File: config.mk
export PLATFORM = sky130hd
export DESIGN_NAME = dvfs_level_vote_aggregator_flat
export DESIGN_NICKNAME = d
export VERILOG_FILES = /design/src/rtl/core/dva_pkg.sv /design/src/rtl/core/dva_if.sv /design/src/rtl/core/dva_regs.sv /design/src/rtl/core/dva_ctrl.sv /design/src/rtl/core/dva_dp.sv /design/src/rtl/core/dvfs_level_vote_aggregator.sv /design/src/flat_wrapper.sv
export VERILOG_INCLUDE_DIRS = /design/src /design/src/rtl/core
export SDC_FILE = /design/constraint.sdc
export NUM_CORES = 1
export LEC_CHECK = 0
export BUFFER_PORTS_ARGS = -buffer_cell sky130_fd_sc_hd__buf_2
export CORE_MARGIN = 5
export CORE_UTILIZATION = 45
export CTS_CLUSTER_DIAMETER = 60
export DETAILED_ROUTE_END_ITERATION = 8
export SYNTH_ARGS = -nofsm -noshare
export SYNTH_HDL_FRONTEND = slang
export SYNTH_HIERARCHICAL = 1
export SYNTH_SLANG_ARGS = --single-unit
File: constraint.sdc
create_clock -name i_clk -period 9.9 [get_ports i_clk]
set_clock_uncertainty 0.1 [all_clocks]
set_input_delay 0.99 -clock i_clk [delete_from_list [all_inputs] [get_ports i_clk]]
set_output_delay 0.99 -clock i_clk [all_outputs]
set_load 0.02 [all_outputs]
File: src/rtl/core/dvfs_level_vote_aggregator_defines.svh
// Assertion macros for the DVFS level vote aggregator.
// Included by RTL files that carry concurrent assertions; no dependencies.
`ifndef DVFS_LEVEL_VOTE_AGGREGATOR_DEFINES_SVH
`define DVFS_LEVEL_VOTE_AGGREGATOR_DEFINES_SVH
`ifndef SYNTHESIS
`define DVA_ASSERT_IMP(name, clk, rst_n, ante, cons) \
    name: assert property (@(posedge clk) disable iff (!rst_n) (ante) |-> (cons)) \
        else $error("dva assertion failed");
`define DVA_ASSERT_NXT(name, clk, rst_n, ante, cons) \
    name: assert property (@(posedge clk) disable iff (!rst_n) (ante) |=> (cons)) \
        else $error("dva assertion failed");
`else
`define DVA_ASSERT_IMP(name, clk, rst_n, ante, cons)
`define DVA_ASSERT_NXT(name, clk, rst_n, ante, cons)
`endif
`endif

File: src/rtl/core/dva_pkg.sv
// Package for the DVFS level vote aggregator: codes, shared types, frequency tables.
// No dependencies.
`default_nettype none
package dva_pkg;

    localparam int LEVELS_DEF      = 8;
    localparam int COUNT_WIDTH_DEF = 16;
    localparam int LVL_W           = 4;
    localparam int REG_ADDR_W      = 4;
    localparam int REG_DATA_W      = 32;

    localparam logic [3:0] OP_BUSY      = 4'd0;
    localparam logic [3:0] OP_IDLE      = 4'd1;
    localparam logic [3:0] OP_DVFS_OFF  = 4'd2;
    localparam logic [3:0] OP_DVFS_ON   = 4'd3;
    localparam logic [3:0] OP_BOOT      = 4'd4;
    localparam logic [3:0] OP_MAX       = 4'd5;
    localparam logic [3:0] OP_MIN       = 4'd6;
    localparam logic [3:0] OP_BOOST_ON  = 4'd7;
    localparam logic [3:0] OP_BOOST_OFF = 4'd8;
    localparam logic [3:0] OP_POWER_ON  = 4'd9;
    localparam logic [3:0] OP_CLOSE     = 4'd10;

    localparam logic [2:0] STS_OK           = 3'd0;
    localparam logic [2:0] STS_BAD_LEVEL    = 3'd1;
    localparam logic [2:0] STS_NOT_HELD     = 3'd2;
    localparam logic [2:0] STS_NOT_DISABLED = 3'd3;
    localparam logic [2:0] STS_OVERFLOW     = 3'd4;

    localparam logic [1:0] REG_DNC_FORCE = 2'd0;
    localparam logic [1:0] REG_DSP_FORCE = 2'd1;
    localparam logic [1:0] REG_BOOT      = 2'd2;

    typedef struct packed {
        logic capture;
        logic rd;
        logic ex;
    } t_cmd;

    typedef struct packed {
        logic signed [3:0] dnc_force;
        logic signed [3:0] dsp_force;
        logic [2:0]        boot;
    } t_cfg;

    typedef struct packed {
        logic [2:0] status;
        logic [2:0] dnc_level;
        logic [2:0] dsp_level;
        logic [9:0] dnc_freq_mhz;
        logic [9:0] dsp_freq_mhz;
        logic       mif_floor_high;
        logic       boost_active;
        logic       dvfs_active;
        logic       levels_changed;
    } t_res;

    function automatic logic [9:0] dnc_mhz(logic [2:0] lv);
        logic [9:0] f;
        case (lv)
            3'd0:    f = 10'd800;
            3'd1:    f = 10'd666;
            3'd2:    f = 10'd533;
            3'd3:    f = 10'd466;
            3'd4:    f = 10'd400;
            3'd5:    f = 10'd333;
            3'd6:    f = 10'd266;
            default: f = 10'd100;
        endcase
        return f;
    endfunction

    function automatic logic [9:0] dsp_mhz(logic [2:0] lv);
        logic [9:0] f;
        case (lv)
            3'd0:    f = 10'd933;
            3'd1:    f = 10'd800;
            3'd2:    f = 10'd666;
            3'd3:    f = 10'd533;
            3'd4:    f = 10'd400;
            3'd5:    f = 10'd333;
            3'd6:    f = 10'd200;
            default: f = 10'd100;
        endcase
        return f;
    endfunction

endpackage
`default_nettype wire

File: src/rtl/core/dva_if.sv
// Valid/ready channel interfaces for events in and results out.
// No dependencies.
`default_nettype none
interface dva_evt_if;
    logic       valid;
    logic       ready;
    logic [3:0] opcode;
    logic [3:0] level;
    logic       domain_running;

    modport source (output valid, output opcode, output level, output domain_running,
                    input ready);
    modport sink   (input valid, input opcode, input level, input domain_running,
                    output ready);
endinterface

interface dva_res_if;
    logic       valid;
    logic       ready;
    logic [2:0] status;
    logic [2:0] dnc_level;
    logic [2:0] dsp_level;
    logic [9:0] dnc_freq_mhz;
    logic [9:0] dsp_freq_mhz;
    logic       mif_floor_high;
    logic       boost_active;
    logic       dvfs_active;
    logic       levels_changed;

    modport source (output valid, output status, output dnc_level, output dsp_level,
                    output dnc_freq_mhz, output dsp_freq_mhz, output mif_floor_high,
                    output boost_active, output dvfs_active, output levels_changed,
                    input ready);
    modport sink   (input valid, input status, input dnc_level, input dsp_level,
                    input dnc_freq_mhz, input dsp_freq_mhz, input mif_floor_high,
                    input boost_active, input dvfs_active, input levels_changed,
                    output ready);
endinterface
`default_nettype wire

File: src/rtl/core/dva_regs.sv
// APB configuration registers: force levels and boot level.
// Depends on dva_pkg.
`default_nettype none
module dva_regs
    import dva_pkg::*;
(
    input  wire logic                  i_clk,
    input  wire logic                  i_rst_n,
    input  wire logic                  psel,
    input  wire logic                  penable,
    input  wire logic                  pwrite,
    input  wire logic [REG_ADDR_W-1:0] paddr,
    input  wire logic [REG_DATA_W-1:0] pwdata,
    output logic      [REG_DATA_W-1:0] prdata,
    output logic                       pready,
    input  wire logic                  i_clr_force,
    output t_cfg                       o_cfg
);

    logic signed [3:0] r_dnc_force;
    logic signed [3:0] r_dsp_force;
    logic [2:0]        r_boot;
    logic [1:0]        reg_idx;
    logic              wr_en;

    assign reg_idx = paddr[3:2];
    assign wr_en   = psel && penable && pwrite;
    assign pready  = 1'b1;

    always_ff @(posedge i_clk) begin
        if (!i_rst_n) begin
            r_dnc_force <= -4'sd1;
            r_dsp_force <= -4'sd1;
            r_boot      <= 3'd0;
        end else if (i_clr_force) begin
            r_dnc_force <= -4'sd1;
            r_dsp_force <= -4'sd1;
        end else if (wr_en) begin
            unique case (reg_idx)
                REG_DNC_FORCE: r_dnc_force <= signed'(pwdata[3:0]);
                REG_DSP_FORCE: r_dsp_force <= signed'(pwdata[3:0]);
                REG_BOOT:      r_boot      <= pwdata[2:0];
                default: ;
            endcase
        end
    end

    always_comb begin
        unique case (reg_idx)
            REG_DNC_FORCE: prdata = REG_DATA_W'(r_dnc_force);
            REG_DSP_FORCE: prdata = REG_DATA_W'(r_dsp_force);
            REG_BOOT:      prdata = REG_DATA_W'(r_boot);
            default:       prdata = '0;
        endcase
    end

    assign o_cfg = '{dnc_force: r_dnc_force, dsp_force: r_dsp_force, boot: r_boot};

endmodule
`default_nettype wire

File: src/rtl/core/dva_ctrl.sv
// Sequencer: accept, count read, execute/write back, result handoff.
// Depends on dva_pkg.
`default_nettype none
module dva_ctrl
    import dva_pkg::*;
(
    input  wire logic i_clk,
    input  wire logic i_rst_n,
    input  wire logic i_evt_valid,
    output logic      o_evt_ready,
    output logic      o_res_valid,
    input  wire logic i_res_ready,
    output t_cmd      o_cmd
);

    typedef enum logic [1:0] {ST_IDLE, ST_RD, ST_EX} t_state;

    t_state r_state;
    logic   r_in_ready;
    logic   r_out_valid;
    logic   accept;
    logic   ex_go;

    assign accept = i_evt_valid && r_in_ready;
    assign ex_go  = (r_state == ST_EX) && (!r_out_valid || i_res_ready);

    always_ff @(posedge i_clk) begin
        if (!i_rst_n) begin
            r_state     <= ST_IDLE;
            r_in_ready  <= 1'b1;
            r_out_valid <= 1'b0;
        end else begin
            if (r_out_valid && i_res_ready) begin
                r_out_valid <= 1'b0;
            end
            unique case (r_state)
                ST_IDLE: begin
                    if (accept) begin
                        r_state    <= ST_RD;
                        r_in_ready <= 1'b0;
                    end
                end
                ST_RD: begin
                    r_state <= ST_EX;
                end
                ST_EX: begin
                    if (ex_go) begin
                        r_state     <= ST_IDLE;
                        r_in_ready  <= 1'b1;
                        r_out_valid <= 1'b1;
                    end
                end
                default: r_state <= ST_IDLE;
            endcase
        end
    end

    assign o_evt_ready = r_in_ready;
    assign o_res_valid = r_out_valid;
    assign o_cmd       = '{capture: accept, rd: (r_state == ST_RD), ex: ex_go};

endmodule
`default_nettype wire

File: src/rtl/core/dva_dp.sv
// Datapath: vote count memory, occupancy masks, totals, current levels, result register.
// Depends on dva_pkg and the assertion macro header.
`default_nettype none
`include "dvfs_level_vote_aggregator_defines.svh"
module dva_dp
    import dva_pkg::*;
#(
    parameter int LEVELS      = LEVELS_DEF,
    parameter int COUNT_WIDTH = COUNT_WIDTH_DEF
) (
    input  wire logic       i_clk,
    input  wire logic       i_rst_n,
    input  wire t_cmd       i_cmd,
    input  wire logic [3:0] i_opcode,
    input  wire logic [3:0] i_level,
    input  wire logic       i_domain_running,
    input  wire t_cfg       i_cfg,
    output logic            o_clr_force,
    output t_res            o_res
);

    localparam int LW    = $clog2(LEVELS);
    localparam int DEPTH = 2 ** (LW + 1);
    localparam logic [4:0]             LEVELS_C = 5'(LEVELS);
    localparam logic [LW-1:0]          SLOWEST  = LW'(LEVELS - 1);
    localparam logic [COUNT_WIDTH-1:0] CNT_MAX  = '1;

    logic [COUNT_WIDTH-1:0] mem [DEPTH];
    logic [COUNT_WIDTH-1:0] r_rdata;

    logic [3:0]             r_op;
    logic [3:0]             r_lv;
    logic                   r_bad;
    logic                   r_run;

    logic [LEVELS-1:0]      r_dmask, r_smask, n_dmask, n_smask;
    logic [COUNT_WIDTH-1:0] r_dtot, r_stot, n_dtot, n_stot;
    logic [LW-1:0]          r_dnc_cur, r_dsp_cur, n_dnc_cur, n_dsp_cur;
    logic                   r_boost, n_boost;
    t_res                   r_res, n_res;

    logic                   sel_static;
    logic [LW-1:0]          idx;
    logic [LW:0]            addr;
    logic                   held;
    logic [COUNT_WIDTH-1:0] cnt;
    logic [COUNT_WIDTH-1:0] tot;
    logic                   can_add;
    logic                   scaling;
    logic                   do_add, do_del;
    logic [COUNT_WIDTH-1:0] wdata;
    logic [LW-1:0]          dbest, sbest;
    logic [2:0]             sts;
    logic                   clr;
    logic [3:0]             dnc4, dsp4;

    function automatic logic [LW-1:0] best_of(logic [LEVELS-1:0] m);
        logic [LW-1:0] b;
        b = SLOWEST;
        for (int i = LEVELS - 1; i >= 0; i--) begin
            if (m[i]) begin
                b = LW'(i);
            end
        end
        return b;
    endfunction

    function automatic logic [3:0] pick(logic signed [3:0] f, logic [3:0] fb);
        return f[3] ? fb : f;
    endfunction

    function automatic logic [LW-1:0] apply(logic [LW-1:0] cur, logic [3:0] v, logic run);
        logic [LW-1:0] r;
        r = cur;
        if (run && ({1'b0, v} < LEVELS_C)) begin
            r = v[LW-1:0];
        end
        return r;
    endfunction

    function automatic logic [LW-1:0] power_level(logic signed [3:0] f, logic scal,
                                                  logic [LW-1:0] sb);
        logic [LW-1:0] r;
        if (f[3]) begin
            r = scal ? SLOWEST : sb;
        end else if ({1'b0, f} >= LEVELS_C) begin
            r = SLOWEST;
        end else begin
            r = f[LW-1:0];
        end
        return r;
    endfunction

    assign sel_static = (r_op == OP_DVFS_OFF) || (r_op == OP_DVFS_ON) ||
                        (r_op == OP_BOOST_ON) || (r_op == OP_BOOST_OFF);
    assign idx  = r_lv[LW-1:0];
    assign addr = {sel_static, idx};

    // capture event, read the count and write it back
    always_ff @(posedge i_clk) begin
        if (i_cmd.capture) begin
            r_op  <= i_opcode;
            r_lv  <= ((i_opcode == OP_BOOST_ON) || (i_opcode == OP_BOOST_OFF)) ?
                     4'd0 : i_level;
            r_bad <= (i_opcode <= OP_DVFS_ON) && ({1'b0, i_level} >= LEVELS_C);
            r_run <= i_domain_running;
        end
        if (i_cmd.rd) begin
            r_rdata <= mem[addr];
        end
        if (i_cmd.ex && (do_add || do_del)) begin
            mem[addr] <= wdata;
        end
    end

    always_comb begin
        // a clear mask bit means a zero count, whatever the memory holds
        held    = sel_static ? r_smask[idx] : r_dmask[idx];
        cnt     = held ? r_rdata : '0;
        tot     = sel_static ? r_stot : r_dtot;
        can_add = (cnt != CNT_MAX) && (tot != CNT_MAX);
        scaling = (r_stot == '0);

        sts    = STS_OK;
        do_add = 1'b0;
        do_del = 1'b0;
        clr    = 1'b0;
        n_boost = r_boost;

        if (r_bad) begin
            sts = STS_BAD_LEVEL;
        end else begin
            case (r_op) inside
                OP_BUSY, OP_DVFS_OFF, OP_BOOST_ON: begin
                    if (!can_add) begin
                        sts = STS_OVERFLOW;
                    end else begin
                        do_add = 1'b1;
                        if (r_op == OP_BOOST_ON) begin
                            n_boost = 1'b1;
                        end
                    end
                end
                OP_IDLE: begin
                    if (!held) begin
                        sts = STS_NOT_HELD;
                    end else begin
                        do_del = 1'b1;
                    end
                end
                OP_DVFS_ON, OP_BOOST_OFF: begin
                    if (r_op == OP_BOOST_OFF) begin
                        n_boost = 1'b0;
                    end
                    if (r_stot == '0) begin
                        sts = STS_NOT_DISABLED;
                    end else if (!held) begin
                        sts = STS_NOT_HELD;
                    end else begin
                        do_del = 1'b1;
                    end
                end
                OP_CLOSE: clr = 1'b1;
                default: ;
            endcase
        end

        n_dmask = r_dmask;
        n_smask = r_smask;
        n_dtot  = r_dtot;
        n_stot  = r_stot;
        wdata   = do_add ? cnt + 1'b1 : cnt - 1'b1;
        if (do_add || do_del) begin
            if (sel_static) begin
                n_smask[idx] = do_add || (cnt != COUNT_WIDTH'(1));
                n_stot       = do_add ? r_stot + 1'b1 : r_stot - 1'b1;
            end else begin
                n_dmask[idx] = do_add || (cnt != COUNT_WIDTH'(1));
                n_dtot       = do_add ? r_dtot + 1'b1 : r_dtot - 1'b1;
            end
        end
        if (clr) begin
            n_dmask = '0;
            n_smask = '0;
            n_dtot  = '0;
            n_stot  = '0;
        end

        dbest = best_of(n_dmask);
        sbest = best_of(n_smask);

        n_dnc_cur = r_dnc_cur;
        n_dsp_cur = r_dsp_cur;
        if (!r_bad) begin
            case (r_op) inside
                OP_BUSY: begin
                    if (do_add && scaling) begin
                        n_dnc_cur = apply(r_dnc_cur, pick(i_cfg.dnc_force, 4'(dbest)), r_run);
                        n_dsp_cur = apply(r_dsp_cur, pick(i_cfg.dsp_force, 4'(dbest)), r_run);
                    end
                end
                OP_IDLE: begin
                    if (scaling) begin
                        n_dnc_cur = apply(r_dnc_cur, 4'(dbest), r_run);
                        n_dsp_cur = apply(r_dsp_cur, 4'(dbest), r_run);
                    end
                end
                OP_DVFS_OFF, OP_BOOST_ON: begin
                    if (do_add) begin
                        n_dnc_cur = apply(r_dnc_cur, pick(i_cfg.dnc_force, 4'(sbest)), r_run);
                        n_dsp_cur = apply(r_dsp_cur, pick(i_cfg.dsp_force, 4'(sbest)), r_run);
                    end
                end
                OP_DVFS_ON, OP_BOOST_OFF: begin
                    if (do_del) begin
                        if (n_stot != '0) begin
                            n_dnc_cur = apply(r_dnc_cur, pick(i_cfg.dnc_force, 4'(sbest)),
                                              r_run);
                            n_dsp_cur = apply(r_dsp_cur, pick(i_cfg.dsp_force, 4'(sbest)),
                                              r_run);
                        end else begin
                            n_dnc_cur = apply(r_dnc_cur, 4'(dbest), r_run);
                            n_dsp_cur = apply(r_dsp_cur, 4'(dbest), r_run);
                        end
                    end
                end
                OP_BOOT: begin
                    if (scaling) begin
                        n_dnc_cur = apply(r_dnc_cur, pick(i_cfg.dnc_force, 4'(i_cfg.boot)),
                                          r_run);
                        n_dsp_cur = apply(r_dsp_cur, pick(i_cfg.dsp_force, 4'(i_cfg.boot)),
                                          r_run);
                    end
                end
                OP_MAX: begin
                    if (scaling) begin
                        n_dnc_cur = apply(r_dnc_cur, 4'd0, r_run);
                        n_dsp_cur = apply(r_dsp_cur, 4'd0, r_run);
                    end
                end
                OP_MIN: begin
                    if (scaling) begin
                        n_dnc_cur = SLOWEST;
                        n_dsp_cur = SLOWEST;
                        if (!r_run) begin
                            n_dnc_cur = r_dnc_cur;
                            n_dsp_cur = r_dsp_cur;
                        end
                    end
                end
                OP_POWER_ON: begin
                    n_dnc_cur = power_level(i_cfg.dnc_force, scaling, sbest);
                    n_dsp_cur = power_level(i_cfg.dsp_force, scaling, sbest);
                end
                default: ;
            endcase
        end

        dnc4 = 4'(n_dnc_cur);
        dsp4 = 4'(n_dsp_cur);
        n_res.status         = sts;
        n_res.dnc_level      = dnc4[2:0];
        n_res.dsp_level      = dsp4[2:0];
        n_res.dnc_freq_mhz   = dnc_mhz(dnc4[3] ? 3'd7 : dnc4[2:0]);
        n_res.dsp_freq_mhz   = dsp_mhz(dsp4[3] ? 3'd7 : dsp4[2:0]);
        n_res.mif_floor_high = (n_dsp_cur == '0);
        n_res.boost_active   = n_boost;
        // scaling is on exactly while no static vote is held
        n_res.dvfs_active    = (n_stot == '0);
        n_res.levels_changed = (n_dnc_cur != r_dnc_cur) || (n_dsp_cur != r_dsp_cur);
    end

    always_ff @(posedge i_clk) begin
        if (!i_rst_n) begin
            r_dmask   <= '0;
            r_smask   <= '0;
            r_dtot    <= '0;
            r_stot    <= '0;
            r_dnc_cur <= SLOWEST;
            r_dsp_cur <= SLOWEST;
            r_boost   <= 1'b0;
        end else if (i_cmd.ex) begin
            r_dmask   <= n_dmask;
            r_smask   <= n_smask;
            r_dtot    <= n_dtot;
            r_stot    <= n_stot;
            r_dnc_cur <= n_dnc_cur;
            r_dsp_cur <= n_dsp_cur;
            r_boost   <= n_boost;
        end
    end

    always_ff @(posedge i_clk) begin
        if (i_cmd.ex) begin
            r_res <= n_res;
        end
    end

    assign o_res       = r_res;
    assign o_clr_force = i_cmd.ex && clr;

    `DVA_ASSERT_IMP(a_dyn_mask_tot, i_clk, i_rst_n, 1'b1, (r_dmask == '0) == (r_dtot == '0))
    `DVA_ASSERT_IMP(a_stat_mask_tot, i_clk, i_rst_n, 1'b1, (r_smask == '0) == (r_stot == '0))
    `DVA_ASSERT_IMP(a_cur_range, i_clk, i_rst_n, 1'b1, (r_dnc_cur < LEVELS) && (r_dsp_cur < LEVELS))
    `DVA_ASSERT_NXT(a_close_clears, i_clk, i_rst_n, i_cmd.ex && (r_op == OP_CLOSE), (r_smask == '0) && (r_dmask == '0))

endmodule
`default_nettype wire

File: src/rtl/core/dvfs_level_vote_aggregator.sv
// An event passes the count read and execute states on its way from transfer to result valid.
// A new event is accepted only once the last has executed (vote count read-modify-write).
// A pending result that is not taken holds the next event in its execute cycle.
// Reset: synchronous, active low; clears votes, totals and boost, levels go to slowest.
// Count memory needs no clearing pass: per-level occupancy bits mark live entries.
`default_nettype none
module dvfs_level_vote_aggregator
    import dva_pkg::*;
#(
    parameter int LEVELS      = LEVELS_DEF,
    parameter int COUNT_WIDTH = COUNT_WIDTH_DEF
) (
    input  wire logic                  i_clk,
    input  wire logic                  i_rst_n,
    dva_evt_if.sink                    i_evt,
    dva_res_if.source                  o_res,
    input  wire logic                  psel,
    input  wire logic                  penable,
    input  wire logic                  pwrite,
    input  wire logic [REG_ADDR_W-1:0] paddr,
    input  wire logic [REG_DATA_W-1:0] pwdata,
    output logic      [REG_DATA_W-1:0] prdata,
    output logic                       pready
);

    t_cmd cmd;
    t_cfg cfg;
    t_res res;
    logic clr_force;
    logic evt_ready;
    logic res_valid;

    dva_regs u_regs (
        .i_clk       (i_clk),
        .i_rst_n     (i_rst_n),
        .psel        (psel),
        .penable     (penable),
        .pwrite      (pwrite),
        .paddr       (paddr),
        .pwdata      (pwdata),
        .prdata      (prdata),
        .pready      (pready),
        .i_clr_force (clr_force),
        .o_cfg       (cfg)
    );

    dva_ctrl u_ctrl (
        .i_clk       (i_clk),
        .i_rst_n     (i_rst_n),
        .i_evt_valid (i_evt.valid),
        .o_evt_ready (evt_ready),
        .o_res_valid (res_valid),
        .i_res_ready (o_res.ready),
        .o_cmd       (cmd)
    );

    dva_dp #(
        .LEVELS      (LEVELS),
        .COUNT_WIDTH (COUNT_WIDTH)
    ) u_dp (
        .i_clk            (i_clk),
        .i_rst_n          (i_rst_n),
        .i_cmd            (cmd),
        .i_opcode         (i_evt.opcode),
        .i_level          (i_evt.level),
        .i_domain_running (i_evt.domain_running),
        .i_cfg            (cfg),
        .o_clr_force      (clr_force),
        .o_res            (res)
    );

    assign i_evt.ready          = evt_ready;
    assign o_res.valid          = res_valid;
    assign o_res.status         = res.status;
    assign o_res.dnc_level      = res.dnc_level;
    assign o_res.dsp_level      = res.dsp_level;
    assign o_res.dnc_freq_mhz   = res.dnc_freq_mhz;
    assign o_res.dsp_freq_mhz   = res.dsp_freq_mhz;
    assign o_res.mif_floor_high = res.mif_floor_high;
    assign o_res.boost_active   = res.boost_active;
    assign o_res.dvfs_active    = res.dvfs_active;
    assign o_res.levels_changed = res.levels_changed;

endmodule
`default_nettype wire
File: src/flat_wrapper.sv
// flat-port wrapper written by rule: the top's interface ports become plain ports
module dvfs_level_vote_aggregator_flat import dva_pkg::*;
#(
    parameter int LEVELS      = LEVELS_DEF,
    parameter int COUNT_WIDTH = COUNT_WIDTH_DEF
)
  (i_clk, i_rst_n, psel, penable, pwrite, paddr, pwdata, prdata, pready, i_evt_valid, i_evt_opcode, i_evt_level, i_evt_domain_running, i_evt_ready, o_res_valid, o_res_status, o_res_dnc_level, o_res_dsp_level, o_res_dnc_freq_mhz, o_res_dsp_freq_mhz, o_res_mif_floor_high, o_res_boost_active, o_res_dvfs_active, o_res_levels_changed, o_res_ready);
  dva_evt_if i_evt_i ();
  dva_res_if o_res_i ();
  input  wire logic i_clk;
  input  wire logic i_rst_n;
  input  wire logic psel;
  input  wire logic penable;
  input  wire logic pwrite;
  input  wire logic [REG_ADDR_W-1:0] paddr;
  input  wire logic [REG_DATA_W-1:0] pwdata;
  output logic      [REG_DATA_W-1:0] prdata;
  output logic pready;
  input wire logic [$bits(i_evt_i.valid)-1:0] i_evt_valid;
  input wire logic [$bits(i_evt_i.opcode)-1:0] i_evt_opcode;
  input wire logic [$bits(i_evt_i.level)-1:0] i_evt_level;
  input wire logic [$bits(i_evt_i.domain_running)-1:0] i_evt_domain_running;
  output wire logic [$bits(i_evt_i.ready)-1:0] i_evt_ready;
  output wire logic [$bits(o_res_i.valid)-1:0] o_res_valid;
  output wire logic [$bits(o_res_i.status)-1:0] o_res_status;
  output wire logic [$bits(o_res_i.dnc_level)-1:0] o_res_dnc_level;
  output wire logic [$bits(o_res_i.dsp_level)-1:0] o_res_dsp_level;
  output wire logic [$bits(o_res_i.dnc_freq_mhz)-1:0] o_res_dnc_freq_mhz;
  output wire logic [$bits(o_res_i.dsp_freq_mhz)-1:0] o_res_dsp_freq_mhz;
  output wire logic [$bits(o_res_i.mif_floor_high)-1:0] o_res_mif_floor_high;
  output wire logic [$bits(o_res_i.boost_active)-1:0] o_res_boost_active;
  output wire logic [$bits(o_res_i.dvfs_active)-1:0] o_res_dvfs_active;
  output wire logic [$bits(o_res_i.levels_changed)-1:0] o_res_levels_changed;
  input wire logic [$bits(o_res_i.ready)-1:0] o_res_ready;
  assign i_evt_i.valid = i_evt_valid;
  assign i_evt_i.opcode = i_evt_opcode;
  assign i_evt_i.level = i_evt_level;
  assign i_evt_i.domain_running = i_evt_domain_running;
  assign i_evt_ready = i_evt_i.ready;
  assign o_res_valid = o_res_i.valid;
  assign o_res_status = o_res_i.status;
  assign o_res_dnc_level = o_res_i.dnc_level;
  assign o_res_dsp_level = o_res_i.dsp_level;
  assign o_res_dnc_freq_mhz = o_res_i.dnc_freq_mhz;
  assign o_res_dsp_freq_mhz = o_res_i.dsp_freq_mhz;
  assign o_res_mif_floor_high = o_res_i.mif_floor_high;
  assign o_res_boost_active = o_res_i.boost_active;
  assign o_res_dvfs_active = o_res_i.dvfs_active;
  assign o_res_levels_changed = o_res_i.levels_changed;
  assign o_res_i.ready = o_res_ready;
  dvfs_level_vote_aggregator #(.LEVELS(LEVELS), .COUNT_WIDTH(COUNT_WIDTH)) u_core (.i_clk(i_clk), .i_rst_n(i_rst_n), .i_evt(i_evt_i), .o_res(o_res_i), .psel(psel), .penable(penable), .pwrite(pwrite), .paddr(paddr), .pwdata(pwdata), .prdata(prdata), .pready(pready));
endmodule
==> run summary <==
========================================================================================================
Result of the run                                                                              completed
Total power divided by cell area                                                            171.2 mW/mm²
Chip Height                                                                                     219.2 µm
Power share of the combinational group                                                              9.9%
Number of buffers inserted during clock tree synthesis                                                43
Share of flip-flops with an asynchronous set or reset                                                 0%
Mapped cell area                                                                             0.01970 mm²
Clk network pwr share                                                                              42.7%
Post-CTS sizing                                                                                        0
Critical path endpoint category                                                                     flop
Diodes inserted                                                                                        0
Width of the die                                                                                219.2 µm
Required time of the worst setup path                                                           10.13 ns
Pin count of the biggest net entering global routing                                                  57
Relative slew slack                                                                               18.08%
GRT Residual Overflow                                                                                  0
Number of global-route vias before repair                                                         13.82k
Global-route usage over all layers                                                                21.79%
Portion of the clock cycle consumed by the worst path in the final layout                         86.80%
Int Pwr                                                                                         2.870 mW
Final hold vios                                                                                        0
Layout Nets                                                                                        1,752
Routed Antenna Nets                                                                                    0
Synthesized instance count                                                                         1,606
Worst hold-check path type                                                                    reg -> reg
Area growth, synth to finish                                                                      12.21%
Slew at the pin with the worst max-slew slack                                                   1.229 ns
Antenna violations before repair                                                                       1
Maximum Capacitance Violations                                                                         0
Design Power                                                                                    3.784 mW
Most common cell after layout, fill and taps aside                                              edfxtp_1
Total number of H-tree levels                                                                          2
Setup TNS after final layout                                                                        0 ns
Gp weighted congestion                                                                            0.9194
Setup repair after global routing missed its margin                                                false
Count of endpoints failing setup in the final report                                                   0
Highest-count cells in the layout ignoring fill and taps                                    edfxtp_1 (314), nor2_1 (157), nand2_1 (101)
Die footprint                                                                                0.04806 mm²
Dpl hpwl                                                                                        33.93 mm
Maximum vdd drop                                                                               0.1491 mV
Clock period minus final worst setup slack                                                      8.593 ns
Total number of vias                                                                              13.98k
Global-route wire length before repair                                                          80.77 mm
Switching Share                                                                                   24.14%
Clock latency of the later-clocked register in the worst-skew pair                               0.58 ns
Number of enable flip-flop cells after synthesis                                                     314
Buffers on Ports                                                                                      88
Flops & latches, synth                                                                               384
Critical path launch point type                                                                     flop
Setup Fix Bufs, Post-CTS                                                                               0
Reg power frac                                                                                     47.4%
Avg Vias per Cell                                                                                  6.128
Number of sinks driven by the clock tree                                                             384
Fraction of layout instances using a drive strength above 1                                       20.15%
Delay contributed by the slowest stage of the critical path                                      0.75 ns
Post-route DRC violation count                                                                         0
Number of cell rows                                                                                   76
Static Leak                                                                                     7.430 nW
Synth cell types                                                                                     105
Buffer type at the clock tree root                                                             clkbuf_16
Post-synthesis sequential area ratio                                                              54.98%
Total count of max-transition violations in the final report                                           0
Maximum clock path buffer count                                                                        3
CP max-delay cell                                                                               edfxtp_1
Top_reg_cell synth                                                                              edfxtp_1
IO Count                                                                                             120
Net Count, Synth                                                                                   1,694
Arrival time worst endpoint                                                                      8.82 ns
Timing-limited maximum frequency                                                              0.1164 GHz
Largest delay contributor family on the critical path                                       compound AO/OA/AOI/OAI gates
Aggregate routed wire length                                                                    52.55 mm
Clock tree from TritonCTS                                                                          built
Synth warnings                                                                                         6
DRC violation total after the first TritonRoute iteration                                          1,380
Synthesized area per cell                                                                      12.27 µm²
Routed len/inst                                                                                 23.03 µm
Post-CTS clock slew at the launch and capture registers of the worst setup and hold paths        0.06 ns
Final standard cell utilization of the core                                                       51.20%
CP bufs+invs                                                                                           2
Initial Utilization                                                                               45.63%
Crit Path Category                                                                            reg -> reg
Initial DRT Pass Iterations                                                                            6
Core area                                                                                    0.04317 mm²
Crit Path Max Fanout                                                                                  19
Post-CTS Hold Fix Bufs                                                                                 0
Switching power                                                                                 913.5 µW
========================================================================================================
flip-flops by register name, indices dropped and copies added, names as in the netlist, 8 cells and up:
name / cells
u_core/u_dp/r_smask: 8
u_core/u_dp/mem: 256
u_core/u_dp/r_rdata: 16
u_core/u_dp/r_stot: 16
u_core/u_dp/r_dmask: 8
u_core/u_dp/o_res: 33
u_core/u_dp/r_dtot: 16
logic make-up after synthesis:
kind of cell    count (synthesis)  share of synthesized area, %
simple gates                  484                         12.14
compound gates                399                         14.30
flops                         384                         54.98
buf+inv                       165                         3.932
mux                           107                         10.93
fa+ha+maj                      36                         2.363
xor+xnor                       30                         1.334
other cells                     1                       0.01904
power groups by stage:
stage	logic, mW	clock network (mW)	registers [mW]
finish	0.374	1.62	1.79
global route	0.408	1.72	1.80
CTS	0.375	1.66	1.79
detailed placement	0.373	0	1.83
global placement	0.369	0	1.83
floorplan	0.282	0	1.82
tightest hold or removal path: stages, from the launching register on:
cell	delay (ns)
dfxtp_1	0.32
nand2b_1	0.07
a21boi_1	0.05
Yosys cell counts, types with 32 or more instances:
| master | number | area [µm²] |
|---|---|---|
| a22oi_1 | 32 | 240.2 |
| o21ai_0 | 76 | 380.4 |
| clkbuf_1 | 65 | 244.0 |
| a21oi_1 | 77 | 385.4 |
| inv_1 | 39 | 146.4 |
| nor3_1 | 39 | 195.2 |
| edfxtp_1 | 314 | 9429 |
| ha_1 | 34 | 425.4 |
| nor2_1 | 165 | 619.3 |
| nand2_1 | 101 | 379.1 |
| mux4_2 | 86 | 1937 |
| buf_4 | 34 | 255.2 |
| nand3_1 | 34 | 170.2 |
| dfxtp_1 | 70 | 1401 |
final timing paths:
kind                             startpoint                         to  slack, ns  cells after the start
setup / recovery        u_core/u_dp/r_op[2]       u_core/u_dp/o_res[4]       1.31                     26
hold / removal    u_core/u_ctrl/o_res_valid  u_core/u_ctrl/o_res_valid       0.40                      2
setup reg to reg        u_core/u_dp/r_op[2]       u_core/u_dp/o_res[4]       1.31                     26
hold reg to reg   u_core/u_ctrl/o_res_valid  u_core/u_ctrl/o_res_valid       0.40                      2
layer usage:
metal  GRT usage [%]  part of all wire (%)  vias up
li1                -                     -     6383
met2           35.13                    47      536
met1           29.83                    43     6944
met5               0                     0        -
met3           3.476                   7.1      121
met4           8.583                   3.7        0
per-stage QoR:
stage | worst slack, ns | hold WS (ns) | cells | cell area [µm²]
after detailed placement | 1.367 | 0.3937 | 2204 | 20670
after global routing | 0.7899 | 0.4253 | 2282 | 22110
after floorplan | 1.726 | 0.3466 | 1606 | 19700
after CTS | 1.366 | 0.4043 | 2282 | 22110
final | 1.307 | 0.3987 | 2282 | 22110
after global placement | 1.498 | 0.3699 | 2204 | 20670
layout make-up:
class | instances | area [µm²]
tap | 585 | 732.0
fill | 3831 | 21070
timing repair buffer | 133 | 778.2
multi-input combinational | 1057 | 8157
inverter | 45 | 171.4
clock buffer | 53 | 1134
sequential | 384 | 10830
clock inverter | 25 | 302.8
Power figures use the tool's default switching activity.
